## config.mk

```make
export PLATFORM = sky130hd
export DESIGN_NAME = masked_byte_signature_scan_top
export DESIGN_NICKNAME = d
export VERILOG_FILES = /design/src/hw/rtl/mbss_pkg.sv /design/src/hw/rtl/mbss_cfg.sv /design/src/hw/rtl/mbss_window.sv /design/src/hw/rtl/mbss_match.sv /design/src/hw/rtl/masked_byte_signature_scan_top.sv
export SDC_FILE = /design/constraint.sdc
export NUM_CORES = 2
export LEC_CHECK = 0
export BUFFER_PORTS_ARGS = -buffer_cell sky130_fd_sc_hd__buf_4
export CAP_MARGIN = 15
export CORE_UTILIZATION = 50
export DETAILED_ROUTE_END_ITERATION = 10
export PLACE_DENSITY = 0.66
export SYNTH_ARGS = -nofsm -noshare
export SYNTH_HDL_FRONTEND = slang
export SYNTH_HIERARCHICAL = 1
export SYNTH_SLANG_ARGS = --single-unit
```

## constraint.sdc

```tcl
create_clock -name clk -period 10.67 [get_ports clk]
set_clock_uncertainty 0.15 [all_clocks]
set_input_delay 2.134 -clock clk [delete_from_list [all_inputs] [get_ports clk]]
set_output_delay 2.134 -clock clk [all_outputs]
set_load 0.02 [all_outputs]
```

## src/hw/rtl/mbss_pkg.sv

```systemverilog
// Package for the masked byte signature scanner.
// Holds the register indexes, the configuration bundle and shared constants.
// No dependencies.
`default_nettype none

package mbss_pkg;

  // Default sizing of the scanner.
  localparam int MAX_PATTERN_BYTES = 16;
  localparam int POSITION_BITS     = 32;

  // Fixed register widths.
  localparam int CFG_DATA_W  = 64;
  localparam int CFG_INDEX_W = 3;
  localparam int LEN_W       = 5;
  localparam int OFFSET_W    = 32;
  localparam int ADDR_W      = 64;
  localparam int PATTERN_W   = 128;

  // Register indexes on the configuration port.
  typedef enum logic [CFG_INDEX_W-1:0] {
    REG_PATTERN_LOW  = 3'd0,
    REG_PATTERN_HIGH = 3'd1,
    REG_MASK_LOW     = 3'd2,
    REG_MASK_HIGH    = 3'd3,
    REG_PATTERN_LEN  = 3'd4,
    REG_RESULT_OFF   = 3'd5,
    REG_BASE_ADDR    = 3'd6
  } reg_index_t;

  // Register contents as seen by the datapath.
  typedef struct packed {
    logic [PATTERN_W-1:0] pattern;
    logic [PATTERN_W-1:0] mask;
    logic [LEN_W-1:0]     pattern_length;
    logic [OFFSET_W-1:0]  result_offset;
    logic [ADDR_W-1:0]    base_address;
  } cfg_t;

  // Control of the captured window stage.
  typedef struct packed {
    logic valid;
    logic last;
  } snap_ctrl_t;

endpackage

`default_nettype wire

```

## src/hw/rtl/mbss_cfg.sv

```systemverilog
// Configuration register file of the masked byte signature scanner.
// Depends on mbss_pkg.
`default_nettype none

module mbss_cfg (
  input  wire logic                               clk,
  input  wire logic                               rst,
  input  wire logic                               cfg_wr_en,
  input  wire logic [mbss_pkg::CFG_INDEX_W-1:0]   cfg_index,
  input  wire logic [mbss_pkg::CFG_DATA_W-1:0]    cfg_wdata,
  output mbss_pkg::cfg_t                          cfg
);

  mbss_pkg::cfg_t regs;

  // Register writes; an index past the list is ignored.
  always_ff @(posedge clk) begin
    if (rst) begin
      regs.pattern        <= '0;
      regs.mask           <= '0;
      regs.pattern_length <= mbss_pkg::LEN_W'(1);
      regs.result_offset  <= '0;
      regs.base_address   <= '0;
    end else if (cfg_wr_en) begin
      case (mbss_pkg::reg_index_t'(cfg_index))
        mbss_pkg::REG_PATTERN_LOW:  regs.pattern[63:0]   <= cfg_wdata;
        mbss_pkg::REG_PATTERN_HIGH: regs.pattern[127:64] <= cfg_wdata;
        mbss_pkg::REG_MASK_LOW:     regs.mask[63:0]      <= cfg_wdata;
        mbss_pkg::REG_MASK_HIGH:    regs.mask[127:64]    <= cfg_wdata;
        mbss_pkg::REG_PATTERN_LEN:
          regs.pattern_length <= cfg_wdata[mbss_pkg::LEN_W-1:0];
        mbss_pkg::REG_RESULT_OFF:
          regs.result_offset <= cfg_wdata[mbss_pkg::OFFSET_W-1:0];
        mbss_pkg::REG_BASE_ADDR:    regs.base_address <= cfg_wdata;
        default: ;
      endcase
    end
  end

  assign cfg = regs;

endmodule

`default_nettype wire

```

## src/hw/rtl/mbss_window.sv

```systemverilog
// Input stage of the masked byte signature scanner: running byte window,
// saturating position counter and the captured copy handed to the compare.
// Depends on mbss_pkg.
`default_nettype none

module mbss_window #(
  parameter int MAX_PATTERN_BYTES = mbss_pkg::MAX_PATTERN_BYTES,
  parameter int POSITION_BITS     = mbss_pkg::POSITION_BITS
) (
  input  wire logic                                clk,
  input  wire logic                                rst,
  input  wire logic                                take,
  input  wire logic                                advance,
  input  wire logic [7:0]                          data_byte,
  input  wire logic                                last_byte,
  output mbss_pkg::snap_ctrl_t                     snap_ctrl,
  output logic [MAX_PATTERN_BYTES-1:0][7:0]        snap_window,
  output logic [POSITION_BITS-1:0]                 snap_position
);

  localparam logic [POSITION_BITS-1:0] POS_MAX = '1;

  logic [MAX_PATTERN_BYTES-1:0][7:0] window;
  logic [MAX_PATTERN_BYTES-1:0][7:0] window_next;
  logic [POSITION_BITS-1:0]          position;
  logic [POSITION_BITS-1:0]          position_next;
  mbss_pkg::snap_ctrl_t              ctrl;

  // Shift the new byte in at the front; the position saturates.
  always_comb begin
    window_next[0] = data_byte;
    for (int i = 1; i < MAX_PATTERN_BYTES; i++) begin
      window_next[i] = window[i-1];
    end
    position_next = (position < POS_MAX) ? position + POSITION_BITS'(1) : position;
  end

  // Running state; the last byte of a region clears it.
  always_ff @(posedge clk) begin
    if (rst) begin
      window   <= '0;
      position <= '0;
    end else if (take) begin
      if (last_byte) begin
        window   <= '0;
        position <= '0;
      end else begin
        window   <= window_next;
        position <= position_next;
      end
    end
  end

  // Captured copy for the compare stage.
  always_ff @(posedge clk) begin
    if (rst) begin
      ctrl.valid <= 1'b0;
      ctrl.last  <= 1'b0;
    end else if (take) begin
      ctrl.valid <= 1'b1;
      ctrl.last  <= last_byte;
    end else if (advance) begin
      ctrl.valid <= 1'b0;
    end
  end

  always_ff @(posedge clk) begin
    if (take) begin
      snap_window   <= window_next;
      snap_position <= position_next;
    end
  end

  assign snap_ctrl = ctrl;

endmodule

`default_nettype wire

```

## src/hw/rtl/mbss_match.sv

```systemverilog
// Compare stage of the masked byte signature scanner: masked window compare,
// address sum, first-match tracking and the result register.
// Depends on mbss_pkg.
`default_nettype none

module mbss_match #(
  parameter int MAX_PATTERN_BYTES = mbss_pkg::MAX_PATTERN_BYTES,
  parameter int POSITION_BITS     = mbss_pkg::POSITION_BITS
) (
  input  wire logic                                clk,
  input  wire logic                                rst,
  input  wire mbss_pkg::cfg_t                      cfg,
  input  wire mbss_pkg::snap_ctrl_t                snap_ctrl,
  input  wire logic [MAX_PATTERN_BYTES-1:0][7:0]   snap_window,
  input  wire logic [POSITION_BITS-1:0]            snap_position,
  input  wire logic                                out_ready,
  output logic                                     advance,
  output logic                                     out_valid,
  output logic                                     out_found,
  output logic [mbss_pkg::ADDR_W-1:0]              out_address
);

  localparam int IDX_W = (MAX_PATTERN_BYTES > 1) ? $clog2(MAX_PATTERN_BYTES) : 1;
  localparam logic [mbss_pkg::LEN_W-1:0] LEN_MAX = mbss_pkg::LEN_W'(MAX_PATTERN_BYTES);

  logic                              match_reported;
  logic [mbss_pkg::LEN_W-1:0]        len;
  logic                              all_equal;
  logic                              hit;
  logic                              emit;
  logic [POSITION_BITS-1:0]          start;
  logic [mbss_pkg::ADDR_W-1:0]       address;

  // Active length: zero counts as one, too large clamps to the window depth.
  always_comb begin
    if (cfg.pattern_length == '0) begin
      len = mbss_pkg::LEN_W'(1);
    end else if (cfg.pattern_length > LEN_MAX) begin
      len = LEN_MAX;
    end else begin
      len = cfg.pattern_length;
    end
  end

  // Pattern byte j lines up with the window byte that arrived len-1-j beats ago.
  always_comb begin
    logic [mbss_pkg::LEN_W-1:0] idx;
    logic [7:0]                 w;
    all_equal = 1'b1;
    for (int j = 0; j < MAX_PATTERN_BYTES; j++) begin
      idx = len - mbss_pkg::LEN_W'(1) - mbss_pkg::LEN_W'(j);
      w   = snap_window[idx[IDX_W-1:0]];
      if (mbss_pkg::LEN_W'(j) < len) begin
        if ((w & cfg.mask[8*j +: 8]) != cfg.pattern[8*j +: 8]) begin
          all_equal = 1'b0;
        end
      end
    end
  end

  // Address of the match start plus the signed offset, modulo 2^64.
  always_comb begin
    start   = snap_position - POSITION_BITS'(len);
    address = cfg.base_address + mbss_pkg::ADDR_W'(start)
            + {{(mbss_pkg::ADDR_W-mbss_pkg::OFFSET_W){cfg.result_offset[mbss_pkg::OFFSET_W-1]}},
               cfg.result_offset};
  end

  assign hit     = !match_reported && (snap_position >= POSITION_BITS'(len)) && all_equal;
  assign emit    = hit || (snap_ctrl.last && !match_reported);
  assign advance = !out_valid || out_ready;

  // First-match flag, cleared at the end of each region.
  always_ff @(posedge clk) begin
    if (rst) begin
      match_reported <= 1'b0;
    end else if (advance && snap_ctrl.valid) begin
      match_reported <= snap_ctrl.last ? 1'b0 : (match_reported || hit);
    end
  end

  // Result register.
  always_ff @(posedge clk) begin
    if (rst) begin
      out_valid <= 1'b0;
    end else if (advance) begin
      out_valid <= snap_ctrl.valid && emit;
    end
  end

  always_ff @(posedge clk) begin
    if (advance) begin
      out_found   <= hit;
      out_address <= hit ? address : '0;
    end
  end

endmodule

`default_nettype wire

```

## src/hw/rtl/masked_byte_signature_scan_top.sv

```systemverilog
// Masked byte signature scanner, top level.
// A result is registered after its byte is accepted: first in the window stage,
// then in the result register. Throughput: one byte per cycle while the result
// side is not stalled, limited by the single window compare per beat.
// Reset: synchronous rst clears registers (length goes to one), window, position and match flag.
// Depends on mbss_pkg, mbss_cfg, mbss_window and mbss_match.
`default_nettype none

module masked_byte_signature_scan_top #(
  parameter int MAX_PATTERN_BYTES = mbss_pkg::MAX_PATTERN_BYTES,
  parameter int POSITION_BITS     = mbss_pkg::POSITION_BITS
) (
  input  wire logic                               clk,
  input  wire logic                               rst,
  // Configuration write port.
  input  wire logic                               cfg_wr_en,
  input  wire logic [mbss_pkg::CFG_INDEX_W-1:0]   cfg_index,
  input  wire logic [mbss_pkg::CFG_DATA_W-1:0]    cfg_wdata,
  // Byte stream in.
  input  wire logic                               s_tvalid,
  output logic                                    s_tready,
  input  wire logic [7:0]                         s_tdata,   // [7:0] data_byte
  input  wire logic                               s_tlast,   // last_byte
  // Result stream out.
  output logic                                    m_tvalid,
  input  wire logic                               m_tready,
  output logic [mbss_pkg::ADDR_W-1:0]             m_tdata,   // [63:0] match_address
  output logic                                    m_tuser    // found
);

  mbss_pkg::cfg_t                    cfg;
  mbss_pkg::snap_ctrl_t              snap_ctrl;
  logic [MAX_PATTERN_BYTES-1:0][7:0] snap_window;
  logic [POSITION_BITS-1:0]          snap_position;
  logic                              advance;
  logic                              take;

  // A new byte enters whenever the captured stage is empty or moving on.
  assign s_tready = !snap_ctrl.valid || advance;
  assign take     = s_tvalid && s_tready;

  mbss_cfg u_cfg (
    .clk       (clk),
    .rst       (rst),
    .cfg_wr_en (cfg_wr_en),
    .cfg_index (cfg_index),
    .cfg_wdata (cfg_wdata),
    .cfg       (cfg)
  );

  mbss_window #(
    .MAX_PATTERN_BYTES (MAX_PATTERN_BYTES),
    .POSITION_BITS     (POSITION_BITS)
  ) u_window (
    .clk           (clk),
    .rst           (rst),
    .take          (take),
    .advance       (advance),
    .data_byte     (s_tdata),
    .last_byte     (s_tlast),
    .snap_ctrl     (snap_ctrl),
    .snap_window   (snap_window),
    .snap_position (snap_position)
  );

  mbss_match #(
    .MAX_PATTERN_BYTES (MAX_PATTERN_BYTES),
    .POSITION_BITS     (POSITION_BITS)
  ) u_match (
    .clk           (clk),
    .rst           (rst),
    .cfg           (cfg),
    .snap_ctrl     (snap_ctrl),
    .snap_window   (snap_window),
    .snap_position (snap_position),
    .out_ready     (m_tready),
    .advance       (advance),
    .out_valid     (m_tvalid),
    .out_found     (m_tuser),
    .out_address   (m_tdata)
  );

endmodule

`default_nettype wire

```

Word-level counts from Yosys, hierarchy flattened
Cells that the tools add are included.
- muxes and demuxes: 72
- equality and inequality tests: 22
- magnitude comparators: 35
- bitwise operators: 16
- $add $sub $neg: 20
- reductions and logical operators: 23
- operators by type and width (operator ; number):
    binary-select mux 8 bit (select 4 bit) ; 16
    bitwise AND 8 bit ; 16
    two-way mux 8 bit ; 16
    != test 8 bit ; 16
    two-way mux 120 bit ; 1
    less-than comparator 4 x 5 -> 1 bit, second input constant ; 16
    adder 64 x 32 -> 64 bit ; 1
    adder 64 bit ; 1
    two-way mux 32 bit ; 2
    less-than comparator 4 x 5 -> 1 bit, first input constant ; 8
    two-way mux 1 bit ; 35
    adder 32 x 1 -> 32 bit, second input constant ; 1
    >= comparator 32 x 5 -> 1 bit ; 1
    less-than comparator 32 bit, second input constant ; 1
    subtractor 32 x 5 -> 32 bit ; 1
    subtractor 4 bit, second input constant ; 8
    less-than comparator 3 x 5 -> 1 bit, first input constant ; 4
    subtractor 4 x 3 -> 4 bit, second input constant ; 4
    AND reduction 2 bit ; 7
    less-than comparator 1 x 5 -> 1 bit, first input constant ; 2
    less-than comparator 2 x 5 -> 1 bit, first input constant ; 2
    two-way mux 5 bit ; 2
    equality test 3 bit, second input constant ; 3
    subtractor 4 x 1 -> 4 bit, second input constant ; 2
    10 further kinds ; 22
- logic and storage cells: 234
- bits in registers: 738
- input bits: 81
- output and inout port bits: 67

Depth between registers and ports, before layout
- depth after elaboration: 43
- gate-level depth with buffers: 33

By module
Netlist, hierarchy kept.
- by module, submodules not included (module ; area an instance (µm²) ; cells an instance ; times used ; sequential area each (µm²)):
    mbss_match ; 17206.5 ; 1900 ; 1 ; 1991.9
    mbss_cfg ; 13889.6 ; 1236 ; 1 ; 7146.9
    mbss_window ; 11169.5 ; 874 ; 1 ; 7887.6
    masked_byte_signature_scan_top ; 22.5 ; 2 ; 1 ; 0.0

Least setup slack after synthesis
Ideal clock, no wire load.
- path type: reg2reg
- from: register u_cfg.regs (netlist bit u_cfg/cfg[97])
- to: register u_match/out_address[57] (netlist bit), data pin
- arrival time: 6.821 ns
- slack: 3.443 ns
- stages on the path, launching flop included: 34
- clock period less this slack: 7.227 ns
- library setup time: 0.257 ns
- path through: dfxtp_1 -> or3_1 -> buf_2 -> a21oi_4 -> clkbuf_1 -> clkbuf_1 -> ha_1 -> inv_1 -> fa_1 -> a21o_1 -> a21oi_1 -> nor2b_1 -> nor3_1 -> and2_1 -> inv_1 -> or2_2 -> xor2_1 -> fa_1 -> inv_1 -> ha_1 -> clkbuf_1 -> a21o_1 -> a21o_1 -> a21oi_1 -> nand2_1 -> a221o_1 -> a21bo_2 -> a31oi_1 -> nand3_1 -> a211oi_1 -> o31a_1 -> o41ai_1 -> xnor2_1 -> nor2_1
- cells in the longest elaborated chain, start to end: 41
- elaborated cells between the ends (all ways): 138
- those cells by class: 19 x add/sub; 18 x order compare; 16 x eq/ne; 66 x mux; 16 x bitwise; 3 x reduce/logical
- ends and longest elaborated chain (item ; line ; source):
    from (decl) ; mbss_cfg.sv:14 ; mbss_pkg::cfg_t regs;
    greater-than comparator 5 bit ; mbss_match.sv:38 ; end else if (cfg.pattern_length > LEN_MAX) begin
    two-way mux 5 bit ; mbss_match.sv:38 ;
    two-way mux 5 bit (*) ; mbss_match.sv:36 ; if (cfg.pattern_length == '0) begin
    branches (longest 38 deep; another with subtractor 4 x 1 -> 4 bit) ; n/a ;
    to (signal assigned) ; mbss_match.sv:94 ; out_address <= hit ? address : '0;
    to (decl) ; mbss_match.sv:20 ; output logic [mbss_pkg::ADDR_W-1:0] out_address
Every way passes the cells marked *. The select of a mux whose other input is x is not followed.
A chain may end at the register's enable or synchronous reset.

Final worst setup path
- from: register u_cfg.regs (netlist bit u_cfg/cfg[100])
- to: register u_match/out_address[57] (netlist bit), data pin
Same word-level chain as after synthesis.

==> flow_summary.ini <==
[timing]
rsz0062_at_grt = false
tns_ps = 0
finalHoldViolCount = 0
layout_worst_path_cycle_share = 0.772
max_freq_ghz = 0.121
setup_viol = 0
setup_slack_ps = 2430
fin_crit_ps = 8240
slew_viol_final = 0
worst_pin_slew_ps = 1080
max_slew_margin = 0.276

[grt]
grt_pass1_wl_um = 186000
antenna_found_initial = 4
grt_max_degree = 114
grtUsageTotal = 0.282
grt_pass1_vias = 29879
grt_overflow = 0

[logic_synthesis]
synth_ff_type = dfxtp_1
synthCells = 4012
synthArstFlopShare = 0
syn-num-nets = 4237
synth_area_per_cell_um2 = 10.5
synth-edff-count = 225
yosys.cell_types.count = 98
synth-seq-area-share = 0.403
synth-seq-cells = 738
syn-cell-area_mm2 = 0.0423
synth_warnings = 6

[detailed_routing]
wirelength_um = 123000
drtPass1Iterations = 6
drt_drc_violations_left = 0
ant_nets = 0
route.vias.total = 31453
routedWlPerCell_um = 23.4
drt_iter0_drc = 2833
vias_per_cell = 6.00

[die]
row_count = 106
initial_core_util = 0.505
ios = 148
fp.dieH_um = 293
fp.coreArea_mm2 = 0.0837
dieArea_mm2 = 0.0857
die_x_um = 293

[clock_tree]
cts_resized = 0
htreeDepth = 3
postCtsHoldBufs = 0
clock_path_buffers = 3
cts_setup_buffers = 0
cts-buffers-inserted = 81
worstSkewPairLatency_ps = 640
root_buffer = clkbuf_16
clkSlewWorstSetupHoldPaths_ps = 60
cts_tree = done
cts_sinks = 738

[critical_path]
slowest_stage = a211oi_1
startpoint_type = register
crit_arrival_ps = 8440
crit_top_cell = a21o_1
path_class = register to register
max_stage_delay_ps = 720
end_kind = register
cp_max_fo = 27
cp.required_ps = 10870

[power_and_ir_drop]
leakage_uw = 0.0196
ir_drop_v = 0.000116
power.density_mw_per_mm2 = 150

[cells_and_area]
fill_cells = 7251
nets = 4265
final-seq-area_mm2 = 0.0170
multiInputGateArea_mm2 = 0.0236
drive_above_1_share = 0.141
syn_to_final_growth_pct = 11.4

[placed_design]
post-place-ws_ps = 2500
port_buffers = 147
dp_hpwl_um = 88400
place.gp.congestion = 0.978

[outcome]
outcome = finished clean

[worst_hold_path]
hold_path_class = register to register

[job]
drv_cap = 0
## layout make-up
type,instances,share of cell area
multi-input cells,2849,0.501
flip-flops and latches,738,0.361
clock buffers,104,0.0491
repair buffers,201,0.0322
well taps,1134,0.0301
inverters,169,0.0136
clock inverters,48,0.0126
diodes,1,0.0000531
## routing by layer
| layer | GRT usage | wire length (um) | part of all wire | vias to the layer above |
|---|---|---|---|---|
| met4 | 0.0971 | 4330 | 0.035 | 4 |
| met3 | 0.0593 | 9720 | 0.079 | 222 |
| li1 | - | - | - | 14496 |
| met2 | 0.425 | 53600 | 0.44 | 1224 |
| met5 | 0 | 21 | 0.00017 | - |
| met1 | 0.402 | 54900 | 0.45 | 15507 |
## cell usage in the layout (no fill, tap or decap), types with 13 or more instances in the layout
master	count
a211o_1	23
a21o_1	60
a21oi_1	132
a221oi_1	13
a22oi_1	115
a31oi_1	24
and2_1	22
and3_1	38
and3b_1	17
buf_4	200
clkbuf_16	88
dfxtp_1	510
edfxtp_1	225
fa_1	34
ha_1	110
inv_1	164
mux2_2	18
mux2i_1	425
mux4_2	180
nand2_1	258
nand2b_1	431
nand3_1	39
nand4_1	28
nor2_1	245
nor2b_1	20
nor3_1	26
nor4_1	25
o211ai_1	23
o21ai_0	57
o21bai_1	14
o22ai_1	34
or3_1	28
xnor2_1	148
xor2_1	90
## synthesized netlist by cell type, types with 57 or more instances
| master | instances | area share |
|---|---|---|
| inv_1 | 164 | 0.015 |
| nand2b_1 | 433 | 0.064 |
| a21o_1 | 60 | 0.011 |
| nand2_1 | 258 | 0.023 |
| mux4_2 | 180 | 0.096 |
| o21ai_0 | 57 | 0.0067 |
| nor2_1 | 246 | 0.022 |
| ha_1 | 110 | 0.033 |
| xnor2_1 | 151 | 0.031 |
| mux2i_1 | 425 | 0.10 |
| edfxtp_1 | 225 | 0.16 |
| a21oi_1 | 132 | 0.016 |
| clkbuf_1 | 171 | 0.015 |
| xor2_1 | 90 | 0.019 |
| a22oi_1 | 115 | 0.020 |
| dfxtp_1 | 513 | 0.24 |
## registers in the layout (all words and copies together), names as in the netlist
register,flops
u_match/out_address,64
u_match/match_reported,1
u_match/out_found,1
u_match/out_valid,1
u_window/window,120
u_window/snap_window,128
u_window/snap_ctrl,2
u_window/position,32
u_window/snap_position,32
u_cfg/cfg,357
## final timing paths
kind	from	end	slack, ps	depth (start not counted)
max	u_cfg/cfg[100]$_SDFFE_PP0P_	u_match/out_address[57]$_SDFFCE_PN0N_	2430	27
min	u_window/window[119]$_SDFFE_PP0P_	u_window/snap_window[127]$_DFFE_PP_	280	0
max reg2reg	u_cfg/cfg[100]$_SDFFE_PP0P_	u_match/out_address[57]$_SDFFCE_PN0N_	2430	27
min reg2reg	u_window/window[119]$_SDFFE_PP0P_	u_window/snap_window[127]$_DFFE_PP_	280	0
## metrics by stage
stage               instance area [um2]  utilization  hold slack (ps)  total power (uW)  instances
floorplan                         42300            -              259              3710       4012
finish                            47100        0.563              284              7070       5244
global route                      47100        0.563              298              7290       5243
detailed placement                44200        0.528              268              4070       5091
global placement                  44200        0.528              266              4070       5091
CTS                               47100        0.563              283              7100       5243
## kinds of logic after synthesis
family	Yosys count	share of synthesized area
compound gates	616	0.102
fa+ha+maj	144	0.0486
xor+xnor	242	0.0503
buf+inv	425	0.0415
flops	738	0.403
simple gates	1224	0.153
mux	623	0.201
## report_power, final
part	leakage (uW)	internal [uW]	switching [uW]
Sequential	0.00655	3000	76.0
Clock	0.00142	1840	1210
Combinational	0.0116	374	580
Total	0.0196	5210	1860
## worst max-delay path: cells and delay by family, from the launching register on
family                     cells  cell delay, ps
AOI/OAI and AO/OA             11            2880
and+or+nand+nor                8            1990
adders and majority gates      3            1260
DFF                            1             710
buffers and inverters          3             600
xor gates and xnor gates       2             320
No activity file was read; power rests on OpenSTA's default activity.
